`src/hw/rtl/graph_dfs_bfs_order_unit_macros.svh`:
```
// ----------------------------------------------------------------------------
// graph_dfs_bfs_order_unit_macros
// assertion macros shared by the traversal unit
// ----------------------------------------------------------------------------
`ifndef GRAPH_DFS_BFS_ORDER_UNIT_MACROS_SVH
`define GRAPH_DFS_BFS_ORDER_UNIT_MACROS_SVH

// same-cycle implication
`define GDBO_ASSERT_SAME(label, clk, rst, ante, cons, msg) \
  label: assert property (@(posedge clk) disable iff (rst) (ante) |-> (cons)) \
    else $error(msg);

// next-cycle implication
`define GDBO_ASSERT_NEXT(label, clk, rst, ante, cons, msg) \
  label: assert property (@(posedge clk) disable iff (rst) (ante) |=> (cons)) \
    else $error(msg);

`endif

```
`src/hw/rtl/gdbo_pkg.sv`:
```
// ----------------------------------------------------------------------------
// gdbo_pkg
// shared constants, types and helpers of the graph traversal unit
// ----------------------------------------------------------------------------
`default_nettype none

package gdbo_pkg;

  localparam int MAX_V = 32;
  localparam int VID_W = 6;
  localparam int IDX_W = $clog2(MAX_V);
  localparam int CNT_W = IDX_W + 1;

  // datapath commands
  typedef enum logic [2:0] {
    CMD_NONE       = 3'd0,
    CMD_LOAD       = 3'd1,
    CMD_DFS_ROOT   = 3'd2,
    CMD_DFS_STEP   = 3'd3,
    CMD_BFS_ROOT   = 3'd4,
    CMD_BFS_POP    = 3'd5,
    CMD_BFS_EXPAND = 3'd6,
    CMD_CLEAR      = 3'd7
  } cmd_op_t;

  // datapath status back to the controller
  typedef struct packed {
    logic stack_empty;
    logic cand_none;
    logic queue_empty;
  } status_t;

  // index of the lowest set bit, zero when none
  function automatic logic [IDX_W-1:0] lowest_set(input logic [MAX_V-1:0] x);
    logic [IDX_W-1:0] r;
    r = '0;
    for (int i = MAX_V - 1; i >= 0; i--) begin
      if (x[i]) r = IDX_W'(i);
    end
    return r;
  endfunction

endpackage

`default_nettype wire

```
`src/hw/rtl/graph_dfs_bfs_order_unit.sv`:
```
// ----------------------------------------------------------------------------
// graph_dfs_bfs_order_unit
// loads directed edges into a bit matrix, then emits depth-first and
// breadth-first visit orders from vertex 1
// ----------------------------------------------------------------------------
//
//  channel   | handshake               | payload
//  ----------+-------------------------+-------------------------------------
//  edge in   | start, busy             | from_vertex, to_vertex, last_edge
//  result    | result_strobe           | visited_vertex, traversal_kind,
//            |                         | end_of_run
//  config    | cfg_write               | cfg_data (vertex_count)
//
//  an edge item is taken when start is high and busy is low; busy stays
//  low between ordinary edges; the item with last_edge set starts a root
//  step and the depth-first walk (push then pop of the stack for each
//  reachable vertex), then a root step and the breadth-first walk (pop a
//  vertex, enqueue each newly found neighbor, emit the vertex), then the
//  final clear; one matrix row read and one lowest-bit pick per cycle
//  rst clears matrix, marks, pointers and sets vertex_count to 32
//  results are strobed for one cycle; the receiver cannot stall
//
`default_nettype none

module graph_dfs_bfs_order_unit import gdbo_pkg::*; (
  input  wire logic             clk,
  input  wire logic             rst,
  // edge items
  input  wire logic             start,
  output logic                  busy,
  input  wire logic [VID_W-1:0] from_vertex,
  input  wire logic [VID_W-1:0] to_vertex,
  input  wire logic             last_edge,
  // vertex count register
  input  wire logic             cfg_write,
  input  wire logic [VID_W-1:0] cfg_data,
  // visit order results
  output logic                  result_strobe,
  output logic [VID_W-1:0]      visited_vertex,
  output logic                  traversal_kind,
  output logic                  end_of_run
);

  cmd_op_t op;
  status_t status;

  // controller: decides which datapath step runs each cycle
  gdbo_ctrl u_ctrl (
    .clk       (clk),
    .rst       (rst),
    .start     (start),
    .last_edge (last_edge),
    .status    (status),
    .op        (op),
    .busy      (busy)
  );

  // datapath: matrix, stack, queue, marks and result register
  gdbo_dpath u_dpath (
    .clk            (clk),
    .rst            (rst),
    .op             (op),
    .from_vertex    (from_vertex),
    .to_vertex      (to_vertex),
    .cfg_write      (cfg_write),
    .cfg_data       (cfg_data),
    .status         (status),
    .result_strobe  (result_strobe),
    .visited_vertex (visited_vertex),
    .traversal_kind (traversal_kind),
    .end_of_run     (end_of_run)
  );

endmodule

`default_nettype wire

```
`src/hw/rtl/gdbo_ctrl.sv`:
```
// ----------------------------------------------------------------------------
// gdbo_ctrl
// sequencer for edge loading, depth-first walk, breadth-first walk and clear
// ----------------------------------------------------------------------------
`default_nettype none

module gdbo_ctrl import gdbo_pkg::*; (
  input  wire logic    clk,
  input  wire logic    rst,
  input  wire logic    start,
  input  wire logic    last_edge,
  input  wire status_t status,
  output cmd_op_t      op,
  output logic         busy
);

  typedef enum logic [6:0] {
    ST_IDLE       = 7'b0000001,
    ST_DFS_ROOT   = 7'b0000010,
    ST_DFS_STEP   = 7'b0000100,
    ST_BFS_ROOT   = 7'b0001000,
    ST_BFS_POP    = 7'b0010000,
    ST_BFS_EXPAND = 7'b0100000,
    ST_CLEAR      = 7'b1000000
  } state_t;

  state_t state;
  state_t state_next;

  assign busy = (state != ST_IDLE);

  always_comb begin
    state_next = state;
    op         = CMD_NONE;
    case (state)
      ST_IDLE: begin
        if (start) begin
          op = CMD_LOAD;
          if (last_edge) state_next = ST_DFS_ROOT;
        end
      end
      ST_DFS_ROOT: begin
        op         = CMD_DFS_ROOT;
        state_next = ST_DFS_STEP;
      end
      ST_DFS_STEP: begin
        if (status.stack_empty) begin
          state_next = ST_BFS_ROOT;
        end else begin
          op = CMD_DFS_STEP;
        end
      end
      ST_BFS_ROOT: begin
        op         = CMD_BFS_ROOT;
        state_next = ST_BFS_POP;
      end
      ST_BFS_POP: begin
        op         = CMD_BFS_POP;
        state_next = ST_BFS_EXPAND;
      end
      ST_BFS_EXPAND: begin
        op = CMD_BFS_EXPAND;
        if (status.cand_none) begin
          state_next = status.queue_empty ? ST_CLEAR : ST_BFS_POP;
        end
      end
      ST_CLEAR: begin
        op         = CMD_CLEAR;
        state_next = ST_IDLE;
      end
      default: begin
        state_next = ST_IDLE;
      end
    endcase
  end

  always_ff @(posedge clk) begin
    if (rst) begin
      state <= ST_IDLE;
    end else begin
      state <= state_next;
    end
  end

endmodule

`default_nettype wire

```
`src/hw/rtl/gdbo_dpath.sv`:
```
// ----------------------------------------------------------------------------
// gdbo_dpath
// adjacency matrix, visited marks, walk stack, visit queue and result register
// ----------------------------------------------------------------------------
`default_nettype none
`include "graph_dfs_bfs_order_unit_macros.svh"

module gdbo_dpath import gdbo_pkg::*; (
  input  wire logic             clk,
  input  wire logic             rst,
  input  wire cmd_op_t          op,
  input  wire logic [VID_W-1:0] from_vertex,
  input  wire logic [VID_W-1:0] to_vertex,
  input  wire logic             cfg_write,
  input  wire logic [VID_W-1:0] cfg_data,
  output status_t               status,
  output logic                  result_strobe,
  output logic [VID_W-1:0]      visited_vertex,
  output logic                  traversal_kind,
  output logic                  end_of_run
);

  logic [MAX_V-1:0] rows [MAX_V];
  logic [MAX_V-1:0] visited;
  logic [IDX_W-1:0] stack [MAX_V];
  logic [CNT_W-1:0] depth;
  logic [IDX_W-1:0] queue [MAX_V];
  logic [CNT_W-1:0] head;
  logic [CNT_W-1:0] tail;
  logic [IDX_W-1:0] bfs_u;
  logic [VID_W-1:0] vertex_count;

  logic [VID_W-1:0] n_eff;
  logic [MAX_V-1:0] mask;
  logic [CNT_W-1:0] depth_m1;
  logic [IDX_W-1:0] src;
  logic [MAX_V-1:0] cand;
  logic [IDX_W-1:0] w;
  logic [MAX_V-1:0] w_bit;
  logic             edge_ok;
  logic [VID_W-1:0] from_m1;
  logic [VID_W-1:0] to_m1;

  // clamp the vertex count to 1..MAX_V
  always_comb begin
    n_eff = vertex_count;
    if (vertex_count == '0) n_eff = VID_W'(1);
    else if (vertex_count > VID_W'(MAX_V)) n_eff = VID_W'(MAX_V);
    for (int i = 0; i < MAX_V; i++) begin
      mask[i] = (VID_W'(i) < n_eff);
    end
  end

  assign from_m1  = from_vertex - VID_W'(1);
  assign to_m1    = to_vertex - VID_W'(1);
  assign edge_ok  = (from_vertex != '0) && (from_vertex <= n_eff) &&
                    (to_vertex != '0) && (to_vertex <= n_eff);

  assign depth_m1 = depth - CNT_W'(1);
  assign src      = (op == CMD_BFS_EXPAND) ? bfs_u : stack[depth_m1[IDX_W-1:0]];
  assign cand     = rows[src] & mask & ~visited;
  assign w        = lowest_set(cand);
  assign w_bit    = MAX_V'(1) << w;

  assign status.stack_empty = (depth == '0);
  assign status.cand_none   = (cand == '0);
  assign status.queue_empty = (head == tail);

  // control state
  always_ff @(posedge clk) begin
    if (rst) begin
      for (int i = 0; i < MAX_V; i++) rows[i] <= '0;
      visited       <= '0;
      depth         <= '0;
      head          <= '0;
      tail          <= '0;
      vertex_count  <= VID_W'(MAX_V);
      result_strobe <= 1'b0;
    end else begin
      result_strobe <= 1'b0;
      if (cfg_write) vertex_count <= cfg_data;
      case (op)
        CMD_LOAD: begin
          if (edge_ok) rows[from_m1[IDX_W-1:0]][to_m1[IDX_W-1:0]] <= 1'b1;
        end
        CMD_DFS_ROOT: begin
          visited       <= MAX_V'(1);
          depth         <= CNT_W'(1);
          result_strobe <= 1'b1;
        end
        CMD_DFS_STEP: begin
          if (status.cand_none) begin
            depth <= depth_m1;
          end else begin
            visited       <= visited | w_bit;
            result_strobe <= 1'b1;
            if (depth < CNT_W'(MAX_V)) depth <= depth + CNT_W'(1);
          end
        end
        CMD_BFS_ROOT: begin
          visited <= MAX_V'(1);
          head    <= '0;
          tail    <= CNT_W'(1);
        end
        CMD_BFS_POP: begin
          head <= head + CNT_W'(1);
        end
        CMD_BFS_EXPAND: begin
          if (!status.cand_none) begin
            visited <= visited | w_bit;
            if (tail < CNT_W'(MAX_V)) tail <= tail + CNT_W'(1);
          end else begin
            result_strobe <= 1'b1;
          end
        end
        CMD_CLEAR: begin
          for (int i = 0; i < MAX_V; i++) rows[i] <= '0;
          visited <= '0;
          depth   <= '0;
          head    <= '0;
          tail    <= '0;
        end
        default: begin
        end
      endcase
    end
  end

  // stack, queue and result payload
  always_ff @(posedge clk) begin
    case (op)
      CMD_DFS_ROOT: begin
        stack[0]       <= '0;
        visited_vertex <= VID_W'(1);
        traversal_kind <= 1'b0;
        end_of_run     <= 1'b0;
      end
      CMD_DFS_STEP: begin
        if (!status.cand_none) begin
          if (depth < CNT_W'(MAX_V)) stack[depth[IDX_W-1:0]] <= w;
          visited_vertex <= VID_W'(w) + VID_W'(1);
          traversal_kind <= 1'b0;
          end_of_run     <= 1'b0;
        end
      end
      CMD_BFS_ROOT: begin
        queue[0] <= '0;
      end
      CMD_BFS_POP: begin
        bfs_u <= queue[head[IDX_W-1:0]];
      end
      CMD_BFS_EXPAND: begin
        if (!status.cand_none) begin
          if (tail < CNT_W'(MAX_V)) queue[tail[IDX_W-1:0]] <= w;
        end else begin
          visited_vertex <= VID_W'(bfs_u) + VID_W'(1);
          traversal_kind <= 1'b1;
          end_of_run     <= status.queue_empty;
        end
      end
      default: begin
      end
    endcase
  end

  `GDBO_ASSERT_NEXT(a_root_emit, clk, rst, op == CMD_DFS_ROOT, result_strobe && (visited_vertex == VID_W'(1)) && !traversal_kind, "dfs root not emitted as vertex 1")
  `GDBO_ASSERT_NEXT(a_dfs_push_emit, clk, rst, (op == CMD_DFS_STEP) && !status.cand_none, result_strobe && !traversal_kind, "dfs push without a result")
  `GDBO_ASSERT_SAME(a_eor_kind, clk, rst, result_strobe && end_of_run, traversal_kind, "end of run on a depth-first result")
  `GDBO_ASSERT_NEXT(a_clear_done, clk, rst, op == CMD_CLEAR, (visited == '0) && (depth == '0) && (head == '0) && (tail == '0), "walk state not cleared")

endmodule

`default_nettype wire
```
`config.mk`:
```
export PLATFORM = sky130hd
export DESIGN_NAME = graph_dfs_bfs_order_unit
export DESIGN_NICKNAME = d
export VERILOG_FILES = /design/src/hw/rtl/gdbo_pkg.sv /design/src/hw/rtl/graph_dfs_bfs_order_unit.sv /design/src/hw/rtl/gdbo_ctrl.sv /design/src/hw/rtl/gdbo_dpath.sv
export VERILOG_INCLUDE_DIRS = /design/src /design/src/hw/rtl
export SDC_FILE = /design/constraint.sdc
export NUM_CORES = 2
export LEC_CHECK = 0
export BUFFER_PORTS_ARGS = -buffer_cell sky130_fd_sc_hd__buf_2
export CAP_MARGIN = 20
export CELL_PAD_IN_SITES_DETAIL_PLACEMENT = 2
export CELL_PAD_IN_SITES_GLOBAL_PLACEMENT = 2
export CORE_MARGIN = 2
export CORE_UTILIZATION = 42
export CTS_BUF_LIST = sky130_fd_sc_hd__clkbuf_8
export CTS_CLUSTER_SIZE = 10
export DETAILED_ROUTE_END_ITERATION = 10
export HOLD_SLACK_MARGIN = 0.03
export PLACE_DENSITY_LB_ADDON = 0.2
export SYNTH_ARGS = -nofsm -noshare
export SYNTH_HDL_FRONTEND = slang
export SYNTH_HIERARCHICAL = 1
export SYNTH_SLANG_ARGS = --single-unit
```
`constraint.sdc`:
```
create_clock -name clk -period 8.17 [get_ports clk]
set_clock_uncertainty 0.15 [all_clocks]
set_input_delay 1.2255 -clock clk [delete_from_list [all_inputs] [get_ports clk]]
set_output_delay 1.2255 -clock clk [all_outputs]
set_load 0.05 [all_outputs]
```
**Word level (Yosys, flattened, before mapping)**

Memories as Yosys holds them, arrays and structs flattened. A register that Yosys moved wholly into a read port is not among the register bits.
Index checks and enable logic that the tools add are counted.

- Register bits: 72
- Bits in latches: 0
- Memory bits (writable): 1,344
- Memory bits (read-only): 0
- Memories kept: 3

- Add/subtract/negate cells: 8
- Multipliers: 0
- Div/mod/pow operators: 0
- $lt $le $gt $ge: 39
- Equal/unequal tests: 26
- Shifts and indexed selects: 1
- Muxes and demuxes: 128
- Bitwise logic cells: 36
- Reduce and logical (&&, ||, !) cells: 25

Memories:

| memory | depth | width | read ports | clocked after memory_dff | write ports | RTL line | source |
|---|---|---|---|---|---|---|---|
| u_dpath.rows | 32 | 32 | 1 | 0 | 32 | gdbo_dpath.sv:23 | `logic [MAX_V-1:0] rows [MAX_V];` |
| u_dpath.queue | 32 | 5 | 1 | 1 | 1 | gdbo_dpath.sv:27 | `logic [IDX_W-1:0] queue [MAX_V];` |
| u_dpath.stack | 32 | 5 | 1 | 0 | 1 | gdbo_dpath.sv:25 | `logic [IDX_W-1:0] stack [MAX_V];` |

Operator list:

| cell | count |
|---|---|
| 2-to-1 mux 32 bit | 36 |
| 2-to-1 mux 5 bit | 38 |
| less-than comparator 5 x 6 -> 1 bit, first input constant | 16 |
| one-hot mux 32 bit (3 select lines) | 1 |
| bitwise AND 32 bit | 2 |
| one-hot mux 6 bit (3 select lines) | 3 |
| less-than comparator 4 x 6 -> 1 bit, first input constant | 8 |
| 2-to-1 mux 6 bit | 8 |
| one-hot mux 7 bit (6 select lines) | 1 |
| 2-to-1 mux 7 bit | 5 |
| zero test 32 bit | 1 |
| inverter 32 bit | 1 |
| OR 1 bit | 32 |
| OR 32 bit | 1 |
| OR reduction 32 bit | 1 |
| << shifter 1 x 5 -> 32 bit, first input constant | 1 |
| 2-to-1 mux 1 bit | 29 |
| less-than comparator 3 x 6 -> 1 bit, first input constant | 4 |
| one-hot mux 3 bit (7 select lines) | 1 |
| adder 6 x 1 -> 6 bit, second input constant | 3 |
| != test 2 bit, second input constant | 9 |
| adder 5 x 1 -> 6 bit, second input constant | 2 |
| equality test 3 bit, second input constant | 4 |
| less-or-equal comparator 6 bit | 2 |
| 34 further kinds | 54 |

**Logic depth before layout (Yosys ltp)**

An unclocked memory read counts as a cell.

- Word-level depth: 44
- Depth in mapped cells: 34

**Modules after synthesis**

The synthesis kept the hierarchy.

By module, submodules not included:

| module | instances | cells an instance | area each (µm²) | seq. area each (µm²) |
|---|---|---|---|---|
| gdbo_dpath | 1 | 6,362 | 59,100.4 | 31,640.3 |
| gdbo_ctrl | 1 | 58 | 484.2 | 140.1 |

**Worst setup path after synthesis**

Ideal clock, no wire load.

- Path kind: register to register
- Start point: reg u_dpath.depth[0]
- End point: mem u_dpath/stack[0][2] (netlist name), data pin
- Setup time: 0.351 ns
- Data arrival time: 6.100 ns
- Data required time: 7.669 ns
- Slack: 1.569 ns
- Cell stages (with the launch flop): 27
- Clock period less this slack: 6.601 ns
- Cell sequence: dfxtp_1 -> buf_4 -> inv_1 -> clkbuf_1 -> ha_1 -> nor3b_1 -> nor3b_1 -> o211ai_1 -> o221ai_1 -> clkbuf_1 -> nand3b_1 -> inv_1 -> buf_2 -> nor4_1 -> or2_1 -> clkbuf_1 -> nor2_1 -> buf_2 -> buf_1 -> nor2_1 -> a31oi_1 -> a22oi_1 -> a21boi_0 -> nand3_1 -> o311ai_2 -> nand2_1 -> nor2_1

RTL lines:

| element | RTL line | source |
|---|---|---|
| start, declared | gdbo_dpath.sv:26 | `logic [CNT_W-1:0] depth;` |
| start signal, assigned | gdbo_dpath.sv:93 | `depth <= depth_m1;` |
| start signal, assigned | gdbo_dpath.sv:97 | `if (depth < CNT_W'(MAX_V)) depth <= depth + CNT_W'(1);` |
| end, declared | gdbo_dpath.sv:25 |  |

==> impl_results.md <==
* FF+latch count, synth at 1421
* Top cell type by total area after synthesis: dfxtp_1
* CTS tree: yes
* Worst Setup Start Kind: flip-flop
* Worst r2r src: u_dpath/depth[2]
* CTS clock-pin slew for the worst setup and hold paths at 0.08 ns
* Final worst path period share at 102.4%
* Worst Path Arrival at 8.94 ns
* Top_reg_cell synth: dfxtp_1
* Post-layout util at 47.81%
* Sw Pwr at 7.818 mW
* Clock root cell: clkbuf_8
* DR WL/cell at 34.27 µm
* Layout cell share with drive strength beyond 1 at 14.41%
* Final HPWL from detailed placement at 167000 µm
* Clock share of power at 33.5%
* Post-synth cell types at 107
* Synth Cell Area at 59580 µm²
* Initial drt markers at 6691
* Flop pwr share at 35.9%
* Number of flops mapped to enable cells by yosys at 333
* Area Growth Syn to Fin at 13.34%
* Internal Power at 12.26 mW
* Syn Area/Cell at 9.281 µm²
* First-pass detailed-route iteration total at 6
* Post-DR vias/cell at 6.530
* Site row count at 138
* Hold Crit Endpoint: u_dpath/rows[30][15]
* Req. time, crit path at 8.75 ns
* Register-to-Register Path Depth at 27
* Worst Hold Class: flip-flop to flip-flop
* Critical-path maximum fanout at 46
* Logic gate share of total power at 30.6%
* Post-route DRC at 0
* Failing checks: setup timing
* Worst slew margin at 13.70%
* Die area at 144900 µm²
* Synth cell count leaders: nand2_1, dfxtp_1, o21ai_0
* CTS Hold Buffers Added at 0
* Global route total overflow at 0
* Final Max Tran Viols at 0
* Vias at 55181
* Run status: complete, but fails checks
* Wirelength, routed at 289600 µm
* Ports at 33
* Count leader, synth: nand2_1
* YS warnings at 6
* Synth area leaders: dfxtp_1, edfxtp_1, nand2_1, o21ai_0, mux4_2
* CTS buffer count at 240
* First-pass GRT wire length at 414800 µm
* # H-tree levels at 4
* Sw Share at 38.94%
* FF-to-FF End: u_dpath/visited_vertex[4]
* Fin crit period at 8.369 ns
* DIE WIDTH at 380.7 µm
* Clk Latency, worst-skew pair at 1.05 ns
* Final hold violation count at 0
* Initial antenna violation count at 31
* Setup CP Type: flip-flop to flip-flop
* Port bufs at 32
* Final net count at 6386
* Fillcell total at 14906
* Tot GR Track Use at 38.78%
* Syn Nets at 6461
* CTS Sinks at 1421
* Leak pwr at 22.85 nW
* Final setup vio count at 232
* HP Start: u_dpath/rows[30][15]
* Number of cells produced by synthesis at 6420
* Worst hold path depth at 2
* DRT antenna net count at 0
* Fraction of registers with async set/reset at 0%
* Number of global-route vias before repair at 57515
* RD Place Congestion at 0.9205
* R2r setup slk at -0.20 ns
* Die Y at 380.7 µm
* Worst Setup Slack, final at -0.1988 ns
* Pin count of the biggest net entering global routing at 201
* Core Region at 141200 µm²
* Crit. End Element: flip-flop
* Worst Tran Pin Value at 1.294 ns
* Seq/Total Area, Yosys at 53.34%
* CTS max path bufs at 3
* VDD IR max at 0.2281 mV
* Top cell type's share of synthesized area at 36.55%
* Smallest hold slack at 0.2987 ns
* Initial Utilization at 42.19%
* Max-Cap Viols at 0
* Pwr Density at 297.3 nW/µm²
* Highest clock rate at 119.5 MHz
## repair_timing
action,4_1_cts,5_1_grt
setup buffers,7,5
pin swaps,1,6
gates cloned,0,1
endpoints found under the setup margin,698,692
resized for setup,58,41
## cell type report
cell class                 count  area, µm²  share of cell area (%)
sequential                  1421      31790                   47.07
multi-input combinational   4380      25780                   38.18
clock buffer                 297       4088                   6.053
timing repair buffer         272       2545                   3.768
tap                         1890       2365                   3.502
clock inverter               143      805.8                   1.193
inverter                      30      116.4                  0.1723
antenna                       18      45.04                 0.06670
## placed cells by master, fill, tap and decap left out, types with 16 or more instances in the layout
master and n:
nor2_2 59, mux2_2 37, mux4_2 87, nor2b_1 22
buf_2 32, mux2i_1 177, edfxtp_1 333, dfxtp_1 1084
clkbuf_8 298, a32o_1 40, o21a_1 16, a31oi_1 66
o211ai_1 26, nor2_1 140, nand2_4 22, nand4_1 24
a211oi_1 132, nand2b_1 18, and2_1 17, and3_1 117
o22ai_1 27, a311oi_1 37, buf_4 195, nand2_1 1490
a2111oi_0 17, nor3_1 42, a21oi_1 98, o21ai_0 1065
nand3_1 191, clkinv_2 26, ha_1 17, diode_2 18
buf_12 30, inv_1 113
## stage by stage
stage               setup slack (ns)  setup TNS [ns]  instances  cell area (µm²)  total power [mW]
finish                       -0.1988          -6.065       8451            67530             20.08
global route                 -0.1248          -3.985       8438            67500             20.48
CTS                          -0.1071          -2.066       8417            67030             19.64
detailed placement            -1.061         -433.47       7970            61890             12.96
global placement             -0.2178          -46.23       7967            61820             12.91
floorplan                      1.569               0       6420            59580             10.40
## kinds of logic after synthesis
logic type      share of synthesized area (%)
simple gates                            16.56
compound gates                          17.83
flops                                   53.34
xor+xnor                               0.3192
fa+ha+maj                              0.3948
mux                                     6.980
buf+inv                                 4.580
## critical path, stage by stage (launching register included)
cell	delay, ns
dfxtp_1	0.35
or3_4	0.49
nor3b_4	0.35
nor3b_1	0.09
o211ai_1	0.31
o211ai_1	0.20
nand3b_1	0.13
buf_4	0.18
clkinvlp_4	0.26
buf_4	0.24
nor4_2	0.56
nor2_2	0.30
nand2_8	0.32
buf_12	0.32
a211oi_1	0.08
a2111oi_0	0.41
nor3_1	0.19
a22o_1	0.44
o211ai_1	0.33
a21oi_1	0.25
o311ai_1	0.31
nand3_1	0.18
buf_4	0.26
o21ai_1	0.27
ha_1	0.24
nor2b_1	0.27
a22o_1	0.26
nand2_1	0.18
## power by group through the flow
stage | clock, mW | combinational (mW) | sequential, mW
after floorplan | 0 | 3.05 | 7.35
after global placement | 0 | 5.56 | 7.35
after detailed placement | 0 | 5.61 | 7.35
after CTS | 6.73 | 5.71 | 7.20
after global routing | 7.10 | 6.18 | 7.20
final | 6.72 | 6.15 | 7.20
## state kept, by name, indices dropped and copies added (netlist names)
register and cells:
u_dpath/visited_vertex 6, u_dpath/end_of_run 1, u_dpath/traversal_kind 1, u_dpath/tail 6, u_dpath/head 6, u_dpath/result_strobe 1, u_dpath/rows 1024, u_dpath/queue 160
u_ctrl/state 7, u_dpath/depth 6, u_dpath/vertex_count 6, u_dpath/bfs_u 5, u_dpath/stack 160, u_dpath/visited 32
## worst max path at each step
stage                           startpoint                         to  depth (start not counted)
after floorplan           u_dpath/depth[0]        u_dpath/stack[0][2]                         26
after global placement    u_dpath/depth[2]       u_dpath/queue[22][0]                         23
after detailed placement  u_dpath/depth[2]       u_dpath/queue[17][4]                         23
after CTS                 u_dpath/depth[2]        u_dpath/stack[1][1]                         27
after global routing      u_dpath/depth[2]        u_dpath/stack[4][4]                         25
final                     u_dpath/depth[2]  u_dpath/visited_vertex[4]                         27
## per-layer routing
layer / GRT usage [%] / wire (µm)
met1: 49.56 / 114300
met2: 61.17 / 132300
met3: 8.037 / 25620
met4: 21.87 / 17260
met5: 0 / 82
Note: power is estimated with default switching activity, not from simulation.
